==> config.mk <==
export PLATFORM = sky130hd
export DESIGN_NAME = dynamic_priority_scheduler_core
export DESIGN_NICKNAME = d
export VERILOG_FILES = /design/src/design/dps_pkg.sv /design/src/design/dynamic_priority_scheduler_core.sv /design/src/design/dps_front.sv /design/src/design/dps_queue.sv /design/src/design/dps_back.sv
export SDC_FILE = /design/constraint.sdc
export NUM_CORES = 1
export LEC_CHECK = 0
export BUFFER_PORTS_ARGS = -buffer_cell sky130_fd_sc_hd__buf_2
export CAP_MARGIN = 30
export CORE_ASPECT_RATIO = 1.75
export CORE_MARGIN = 2
export CORE_UTILIZATION = 29
export DETAILED_ROUTE_END_ITERATION = 6
export GPL_TIMING_DRIVEN = 0
export HOLD_SLACK_MARGIN = 0.08
export PLACE_DENSITY_LB_ADDON = 0.12
export SYNTH_ARGS = -nofsm -noshare
export SYNTH_HDL_FRONTEND = slang
export SYNTH_SLANG_ARGS = --single-unit
==> constraint.sdc <==
create_clock -name aclk -period 8.2 [get_ports aclk]
set_input_delay 2.46 -clock aclk [delete_from_list [all_inputs] [get_ports aclk]]
set_output_delay 2.46 -clock aclk [all_outputs]
set_load 0.005 [all_outputs]
==> src/design/dps_pkg.sv <==
package dps_pkg;

    localparam int NUM_SLOTS   = 8;
    localparam int SLOT_W      = $clog2(NUM_SLOTS);
    localparam int PRIO_W      = 16;
    localparam int TIME_W      = 8;
    localparam int STEP_W      = 4;
    localparam int QUEUE_DEPTH = 2;
    localparam int QPTR_W      = $clog2(QUEUE_DEPTH);
    localparam int QCNT_W      = $clog2(QUEUE_DEPTH + 1);

    localparam logic [STEP_W-1:0] STEP_RESET = STEP_W'(3);

    localparam logic CMD_ADD  = 1'b0;
    localparam logic CMD_TICK = 1'b1;

    localparam logic signed [PRIO_W-1:0] PRIO_MIN = {1'b1, {(PRIO_W-1){1'b0}}};
    localparam logic [TIME_W-1:0]        TIME_MAX = {TIME_W{1'b1}};

    typedef enum logic [1:0] {
        STATUS_OK        = 2'd0,
        STATUS_BUSY      = 2'd1,
        STATUS_ZERO_NEED = 2'd2,
        STATUS_NONE      = 2'd3
    } status_t;

    typedef struct packed {
        logic                     is_tick;
        logic                     bad_slot;
        logic                     zero_need;
        logic [2:0]               slot;
        logic signed [PRIO_W-1:0] prio;
        logic [TIME_W-1:0]        need;
    } req_t;

    typedef struct packed {
        status_t                  status;
        logic                     ran_valid;
        logic [2:0]               ran_slot;
        logic signed [PRIO_W-1:0] ran_priority;
        logic [TIME_W-1:0]        ran_remaining;
        logic [TIME_W-1:0]        ran_used;
        logic                     ran_finished;
        logic                     all_done;
    } res_t;

endpackage

==> src/design/dynamic_priority_scheduler_core.sv <==
// add request: one add per cycle sustained while the result output is not stalled
// tick request: the result follows the one-slot-per-cycle priority scan, and no
// further request leaves the queue until that result is registered
// reset clears all slot active bits, sets priority_step to 3 and empties the queue;
// slot tables are not cleared and hold no meaning until a slot is added
module dynamic_priority_scheduler_core (
    input  logic                       aclk,
    input  logic                       aresetn,
    input  logic                       cfg_wr_en,
    input  logic [dps_pkg::STEP_W-1:0] cfg_wr_data,
    input  logic                       s_tvalid,
    output logic                       s_tready,
    // process_slot[2:0], start_priority[18:3], need_time[26:19], zero[31:27]
    input  logic [31:0]                s_tdata,
    // command[0]
    input  logic [0:0]                 s_tuser,
    output logic                       m_tvalid,
    input  logic                       m_tready,
    // ran_slot[2:0], ran_priority[18:3], ran_remaining[26:19], ran_used[34:27],
    // ran_finished[35], all_done[36], zero[39:37]
    output logic [39:0]                m_tdata,
    // status[1:0], ran_valid[2]
    output logic [2:0]                 m_tuser
);

    dps_pkg::req_t push_data;
    dps_pkg::req_t q_data;
    dps_pkg::res_t res;
    logic          push;
    logic          q_full;
    logic          q_valid;
    logic          pop;

    dps_front u_front (
        .aclk      (aclk),
        .aresetn   (aresetn),
        .in_valid  (s_tvalid),
        .in_ready  (s_tready),
        .in_cmd    (s_tuser[0]),
        .in_slot   (s_tdata[2:0]),
        .in_prio   (s_tdata[18:3]),
        .in_need   (s_tdata[26:19]),
        .push      (push),
        .push_data (push_data),
        .q_full    (q_full)
    );

    dps_queue u_queue (
        .aclk      (aclk),
        .aresetn   (aresetn),
        .push      (push),
        .push_data (push_data),
        .full      (q_full),
        .pop       (pop),
        .q_valid   (q_valid),
        .q_data    (q_data)
    );

    dps_back u_back (
        .aclk        (aclk),
        .aresetn     (aresetn),
        .cfg_wr_en   (cfg_wr_en),
        .cfg_wr_data (cfg_wr_data),
        .q_valid     (q_valid),
        .q_data      (q_data),
        .pop         (pop),
        .out_valid   (m_tvalid),
        .out_ready   (m_tready),
        .out_data    (res)
    );

    assign m_tdata = {3'b000, res.all_done, res.ran_finished, res.ran_used,
                      res.ran_remaining, res.ran_priority, res.ran_slot};
    assign m_tuser = {res.ran_valid, res.status};

endmodule

==> src/design/dps_front.sv <==
module dps_front (
    input  logic           aclk,
    input  logic           aresetn,
    input  logic           in_valid,
    output logic           in_ready,
    input  logic           in_cmd,
    input  logic [2:0]     in_slot,
    input  logic [15:0]    in_prio,
    input  logic [7:0]     in_need,
    output logic           push,
    output dps_pkg::req_t  push_data,
    input  logic           q_full
);

    logic          valid_reg;
    logic          valid_next;
    dps_pkg::req_t req_reg;
    dps_pkg::req_t req_next;
    logic          take;

    assign push     = valid_reg && !q_full;
    assign in_ready = !valid_reg || !q_full;
    assign take     = in_valid && in_ready;
    assign push_data = req_reg;

    always_comb begin
        req_next           = req_reg;
        req_next.is_tick   = (in_cmd == dps_pkg::CMD_TICK);
        req_next.bad_slot  = (32'(in_slot) >= dps_pkg::NUM_SLOTS);
        req_next.zero_need = (in_need == '0);
        req_next.slot      = in_slot;
        req_next.prio      = in_prio;
        req_next.need      = in_need;
        valid_next         = take ? 1'b1 : (push ? 1'b0 : valid_reg);
    end

    always_ff @(posedge aclk) begin
        if (!aresetn) begin
            valid_reg <= 1'b0;
        end else begin
            valid_reg <= valid_next;
        end
        if (take) begin
            req_reg <= req_next;
        end
    end

endmodule

==> src/design/dps_queue.sv <==
module dps_queue (
    input  logic           aclk,
    input  logic           aresetn,
    input  logic           push,
    input  dps_pkg::req_t  push_data,
    output logic           full,
    input  logic           pop,
    output logic           q_valid,
    output dps_pkg::req_t  q_data
);

    dps_pkg::req_t                 entry_reg [dps_pkg::QUEUE_DEPTH];
    logic [dps_pkg::QPTR_W-1:0]    wr_ptr_reg;
    logic [dps_pkg::QPTR_W-1:0]    wr_ptr_next;
    logic [dps_pkg::QPTR_W-1:0]    rd_ptr_reg;
    logic [dps_pkg::QPTR_W-1:0]    rd_ptr_next;
    logic [dps_pkg::QCNT_W-1:0]    count_reg;
    logic [dps_pkg::QCNT_W-1:0]    count_next;
    logic                          do_push;
    logic                          do_pop;

    assign full    = (count_reg == dps_pkg::QCNT_W'(dps_pkg::QUEUE_DEPTH));
    assign q_valid = (count_reg != '0);
    assign q_data  = entry_reg[rd_ptr_reg];
    assign do_push = push && !full;
    assign do_pop  = pop && q_valid;

    always_comb begin
        wr_ptr_next = wr_ptr_reg;
        rd_ptr_next = rd_ptr_reg;
        count_next  = count_reg;
        if (do_push) begin
            wr_ptr_next = (32'(wr_ptr_reg) == dps_pkg::QUEUE_DEPTH - 1) ? '0
                                                                        : wr_ptr_reg + 1'b1;
        end
        if (do_pop) begin
            rd_ptr_next = (32'(rd_ptr_reg) == dps_pkg::QUEUE_DEPTH - 1) ? '0
                                                                        : rd_ptr_reg + 1'b1;
        end
        case ({do_push, do_pop})
            2'b10:   count_next = count_reg + 1'b1;
            2'b01:   count_next = count_reg - 1'b1;
            default: count_next = count_reg;
        endcase
    end

    always_ff @(posedge aclk) begin
        if (!aresetn) begin
            wr_ptr_reg <= '0;
            rd_ptr_reg <= '0;
            count_reg  <= '0;
        end else begin
            wr_ptr_reg <= wr_ptr_next;
            rd_ptr_reg <= rd_ptr_next;
            count_reg  <= count_next;
        end
        if (do_push) begin
            entry_reg[wr_ptr_reg] <= push_data;
        end
    end

endmodule

==> src/design/dps_back.sv <==
module dps_back (
    input  logic                        aclk,
    input  logic                        aresetn,
    input  logic                        cfg_wr_en,
    input  logic [dps_pkg::STEP_W-1:0]  cfg_wr_data,
    input  logic                        q_valid,
    input  dps_pkg::req_t               q_data,
    output logic                        pop,
    output logic                        out_valid,
    input  logic                        out_ready,
    output dps_pkg::res_t               out_data
);

    typedef enum logic [1:0] {
        ST_IDLE,
        ST_SCAN,
        ST_FINISH
    } state_t;

    logic signed [dps_pkg::PRIO_W-1:0] prio_tab [dps_pkg::NUM_SLOTS];
    logic [dps_pkg::TIME_W-1:0]        rem_tab  [dps_pkg::NUM_SLOTS];
    logic [dps_pkg::TIME_W-1:0]        used_tab [dps_pkg::NUM_SLOTS];

    state_t                            state_reg;
    state_t                            state_next;
    logic [dps_pkg::NUM_SLOTS-1:0]     active_reg;
    logic [dps_pkg::NUM_SLOTS-1:0]     active_next;
    logic [dps_pkg::STEP_W-1:0]        step_reg;
    logic [dps_pkg::STEP_W-1:0]        step_next;
    logic [dps_pkg::SLOT_W-1:0]        idx_reg;
    logic [dps_pkg::SLOT_W-1:0]        idx_next;
    logic                              found_reg;
    logic                              found_next;
    logic [dps_pkg::SLOT_W-1:0]        best_reg;
    logic [dps_pkg::SLOT_W-1:0]        best_next;
    logic signed [dps_pkg::PRIO_W-1:0] best_prio_reg;
    logic signed [dps_pkg::PRIO_W-1:0] best_prio_next;
    logic [dps_pkg::TIME_W-1:0]        best_rem_reg;
    logic [dps_pkg::TIME_W-1:0]        best_rem_next;
    logic [dps_pkg::TIME_W-1:0]        best_used_reg;
    logic [dps_pkg::TIME_W-1:0]        best_used_next;
    logic                              out_valid_reg;
    logic                              out_valid_next;
    dps_pkg::res_t                     out_reg;
    dps_pkg::res_t                     out_next;

    logic                              wr_en;
    logic [dps_pkg::SLOT_W-1:0]        wr_addr;
    logic signed [dps_pkg::PRIO_W-1:0] wr_prio;
    logic [dps_pkg::TIME_W-1:0]        wr_rem;
    logic [dps_pkg::TIME_W-1:0]        wr_used;

    logic                              out_free;
    logic [dps_pkg::SLOT_W-1:0]        add_idx;
    logic signed [dps_pkg::PRIO_W-1:0] rd_prio;
    logic signed [dps_pkg::PRIO_W:0]   dec_prio;
    logic signed [dps_pkg::PRIO_W-1:0] new_prio;
    logic [dps_pkg::TIME_W-1:0]        new_rem;
    logic [dps_pkg::TIME_W-1:0]        new_used;

    assign out_free  = !out_valid_reg || out_ready;
    assign out_valid = out_valid_reg;
    assign out_data  = out_reg;
    assign add_idx   = dps_pkg::SLOT_W'(q_data.slot);
    assign rd_prio   = prio_tab[idx_reg];

    // run one tick on the chosen slot
    assign dec_prio = {best_prio_reg[dps_pkg::PRIO_W-1], best_prio_reg}
                      - $signed({{(dps_pkg::PRIO_W + 1 - dps_pkg::STEP_W){1'b0}}, step_reg});
    assign new_prio = (dec_prio[dps_pkg::PRIO_W] != dec_prio[dps_pkg::PRIO_W-1])
                      ? dps_pkg::PRIO_MIN : dec_prio[dps_pkg::PRIO_W-1:0];
    assign new_rem  = (best_rem_reg != '0) ? best_rem_reg - 1'b1 : best_rem_reg;
    assign new_used = (best_used_reg != dps_pkg::TIME_MAX) ? best_used_reg + 1'b1
                                                           : best_used_reg;

    always_comb begin
        state_next     = state_reg;
        active_next    = active_reg;
        step_next      = cfg_wr_en ? cfg_wr_data : step_reg;
        idx_next       = idx_reg;
        found_next     = found_reg;
        best_next      = best_reg;
        best_prio_next = best_prio_reg;
        best_rem_next  = best_rem_reg;
        best_used_next = best_used_reg;
        out_valid_next = out_ready ? 1'b0 : out_valid_reg;
        out_next       = out_reg;
        pop            = 1'b0;
        wr_en          = 1'b0;
        wr_addr        = add_idx;
        wr_prio        = q_data.prio;
        wr_rem         = q_data.need;
        wr_used        = '0;

        case (state_reg)
            ST_IDLE: begin
                if (q_valid) begin
                    if (q_data.is_tick) begin
                        pop        = 1'b1;
                        idx_next   = '0;
                        found_next = 1'b0;
                        state_next = ST_SCAN;
                    end else if (out_free) begin
                        pop      = 1'b1;
                        out_next = '0;
                        if (q_data.bad_slot || active_reg[add_idx]) begin
                            out_next.status = dps_pkg::STATUS_BUSY;
                        end else if (q_data.zero_need) begin
                            out_next.status = dps_pkg::STATUS_ZERO_NEED;
                        end else begin
                            out_next.status      = dps_pkg::STATUS_OK;
                            wr_en                = 1'b1;
                            active_next[add_idx] = 1'b1;
                        end
                        out_next.all_done = (active_next == '0);
                        out_valid_next    = 1'b1;
                    end
                end
            end
            ST_SCAN: begin
                if (active_reg[idx_reg] && (!found_reg || rd_prio > best_prio_reg)) begin
                    found_next     = 1'b1;
                    best_next      = idx_reg;
                    best_prio_next = rd_prio;
                    best_rem_next  = rem_tab[idx_reg];
                    best_used_next = used_tab[idx_reg];
                end
                if (idx_reg == dps_pkg::SLOT_W'(dps_pkg::NUM_SLOTS - 1)) begin
                    state_next = ST_FINISH;
                end else begin
                    idx_next = idx_reg + 1'b1;
                end
            end
            ST_FINISH: begin
                if (out_free) begin
                    out_next = '0;
                    if (!found_reg) begin
                        out_next.status = dps_pkg::STATUS_NONE;
                    end else begin
                        wr_en    = 1'b1;
                        wr_addr  = best_reg;
                        wr_prio  = new_prio;
                        wr_rem   = new_rem;
                        wr_used  = new_used;
                        if (new_rem == '0) begin
                            active_next[best_reg] = 1'b0;
                        end
                        out_next.status        = dps_pkg::STATUS_OK;
                        out_next.ran_valid     = 1'b1;
                        out_next.ran_slot      = 3'(best_reg);
                        out_next.ran_priority  = new_prio;
                        out_next.ran_remaining = new_rem;
                        out_next.ran_used      = new_used;
                        out_next.ran_finished  = (new_rem == '0);
                    end
                    out_next.all_done = (active_next == '0);
                    out_valid_next    = 1'b1;
                    state_next        = ST_IDLE;
                end
            end
            default: begin
                state_next = ST_IDLE;
            end
        endcase
    end

    always_ff @(posedge aclk) begin
        if (!aresetn) begin
            state_reg     <= ST_IDLE;
            active_reg    <= '0;
            step_reg      <= dps_pkg::STEP_RESET;
            out_valid_reg <= 1'b0;
            found_reg     <= 1'b0;
            idx_reg       <= '0;
        end else begin
            state_reg     <= state_next;
            active_reg    <= active_next;
            step_reg      <= step_next;
            out_valid_reg <= out_valid_next;
            found_reg     <= found_next;
            idx_reg       <= idx_next;
        end
        best_reg      <= best_next;
        best_prio_reg <= best_prio_next;
        best_rem_reg  <= best_rem_next;
        best_used_reg <= best_used_next;
        out_reg       <= out_next;
    end

    always_ff @(posedge aclk) begin
        if (wr_en) begin
            prio_tab[wr_addr] <= wr_prio;
            rem_tab[wr_addr]  <= wr_rem;
            used_tab[wr_addr] <= wr_used;
        end
    end

endmodule

==> out/results.tsv <==
metric	value	unit
final setup violation count	0	
vias in the first global route	10380	
Post-Synth XOR/XNOR Area	1.165	%
htree depth	2	
Site Rows	121	
CP startpoint kind	input port	
ys flop type	edfxtp_1	
DRT iter0 DRCs	531	
Synth Instances	1032	
outcome	complete, no violations	
Largest register FFs	128	
Post CTS Setup Buffer Count	0	
post-synthesis mux area share	12.68	%
final hold vios	0	
I/O pin cnt	87	
Root Driver	clkbuf_16	
PwrDens	262.4	nW/um2
DP Area	20140	um2
First-pass DRT Iterations	5	
GRT Resource Usage Total	15.87	%
Chip Height	334.0	um
Post-Syn Area	18040	um2
area delta synth->final	19.51	%
commonest non-fill, non-tap cells in the layout	418 x edfxtp_1, 79 x buf_2, 72 x nor2_1	
worst hold path type	flop to flop	
Placeable Area	61920	um2
Num CTS Buffers	44	
routed via count	9643	
Post-synth EDFFs	418	
Die ar.	64310	um2
clk_skew	0.01509	ns
Slew Limit Headroom	31.14	%
WS Path Type	input port to flop	
#FFs+latches synth	446	
n_diodes	0	
Simple-Gate Fraction of Synth Area	6.185	%
gp weighted congestion	0.8277	
Yosys warnings	0	
CTS tree	yes	
CP Capture Type	flop	
WL/cell	24.58	um
final instance area	21560	um2
CP Max Fanout	17	
Reg clk slew, reported paths	0.06	ns
fin crit share	60.26	%
DIE WIDTH	192.6	um
post-synthesis compound-gate area fraction	3.641	%
Max Clock Freq	202.4	MHz
WL met1	18.87	mm
Final WS setup	3.258	ns
Nets	1267	
Post-Route WL	49.90	mm
residual DRC count	0	
Final ANT Viol Nets	0	
peak supply drop	0.0001485	V
Top reg by flops	u_back.prio_tab	
largest family of logic cells by synthesized area	multiplexers	
most common cell after layout, fill and taps aside	edfxtp_1	
actual slew at the worst max-slew pin	1.023	ns
hold_ws	0.4431	ns
first-pass GRT wire length	71.84	mm
post-synthesis adder-cell area fraction	1.983	%
Unique masters post-synth	60	
Slew Viols, Final	0	
largest net degree at the start of global routing	25	
Period minus WS final	4.942	ns
drt via density	4.750	
Clk Latency, worst-skew pair	0.58	ns
post-CTS sizing	0	
hold path start	u_front.push_data[4]	
Worst Path Required	8.47	ns
# clock sinks	446	
share of layout cells above drive strength 1	25.91	%
crit path from	m_tready	
port bufs	77	
Avg Cell Area, Syn	17.48	um2
asr flop ratio synth	0	%
initial core utilization	29.14	%
DR top layer	met4	
max cap viols	0	
DP Worst Slack	2.606	ns
met3 wire length	1.407	mm
Clock Path Buffers	3	
RSZ-0062 raised after global routing	no	
HPWL after DPL	35.65	mm
Filler Cell Count	5876	
gr ovfl total	0	
largest registers	u_back.prio_tab (128), u_back.rem_tab (64), u_back.used_tab (64)	
Critical Path AT	5.21	ns
sequential fraction of the synthesis area	72.67	%
antenna violations before repair	0	
Hold Buf Count CTS	0	
LEAKAGE	0.007033	uW
met2 wire len	27.86	mm
[path summary, 6_finish.rpt]
check                                               end  slack (ns)  cells past startpoint
worst max-delay path              u_back.prio_tab[1][9]        3.26                      8
worst min-delay path            u_queue.entry_reg[0][4]        0.44                      0
worst max register to register   u_back.best_rem_reg[3]        3.32                     13
worst min register to register  u_queue.entry_reg[0][4]        0.44                      0
[report_power, final]
group          total, uW  switching [uW]  internal (uW)
Clock               2030             882           1150
Combinational        849             489            360
Sequential          2780            50.5           2730
[routing by layer]
metal  GRT usage [%]  vias to the layer above
met5               0                        -
met4           5.961                        0
met3           1.753                       84
met2           30.17                      203
met1           17.85                     4957
li1                -                     4399
[stage by stage]
stage	TNS (ns)	power (uW)	cells	utilization (%)
4_1_cts	0	5752	2030	34.82
6_report	0	5659	2030	34.82
2_1_floorplan	0	3301	1034	-
5_1_grt	0	5889	2030	34.82
3_5_place_dp	0	3698	1950	32.52
3_3_place_gp	-173.65	3617	1910	31.39
[cell usage after synthesis (3+ instances only)]
master	instances	share of area (%)
a21oi_1	30	0.83
dfxtp_1	28	3.1
mux2_2	33	2.1
ha_1	27	1.9
nand3_1	14	0.39
mux4_2	68	8.5
o32ai_1	8	0.39
mux2i_1	37	2.1
nor3_1	17	0.47
and3_1	5	0.17
or2_2	5	0.17
edfxtp_1	418	70
o21ai_0	16	0.44
nand2_1	26	0.54
a211oi_1	7	0.29
nor4_1	5	0.17
nand4b_1	3	0.15
inv_1	31	0.64
buf_1	11	0.23
nor2_1	79	1.6
a31oi_1	5	0.17
nor3b_1	3	0.12
nor2b_1	15	0.52
nand4_1	8	0.28
or4_1	5	0.21
o22ai_1	12	0.42
or3_1	6	0.21
xor2_1	4	0.19
buf_4	3	0.12
nand3b_1	4	0.17
xnor2_1	20	0.97
clkbuf_1	30	0.62
nand2b_1	8	0.28
a21o_1	6	0.25
[critical path: stages]
cell and delay, ns:
buf_2 0.10, nor2b_1 0.09, clkbuf_1 0.46, nand2b_1 0.38, mux2i_1 0.45, nand2_1 0.23, nor2_4 0.72, buf_12 0.28
[logic make-up (layout without fill, tap and decap cells)]
group,after synthesis,in the layout
xor+xnor,24,24
buf+inv,76,273
fa+ha+maj,28,28
simple gates,216,216
flops,446,446
compound gates,102,102
other cells,1,3
mux,139,139
[area by class of cell]
type | count | area (um2) | share of cell area, %
repair buffers | 117 | 1003 | 4.654
clock buffers | 56 | 1177 | 5.460
multi-input cells | 512 | 4726 | 21.92
well taps | 799 | 999.7 | 4.636
clock inverters | 24 | 246.5 | 1.143
inverters | 31 | 116.4 | 0.5396
plain buffers | 45 | 181.4 | 0.8414
flip-flops and latches | 446 | 13110 | 60.81
No activity file was read; power rests on OpenSTA's default activity.
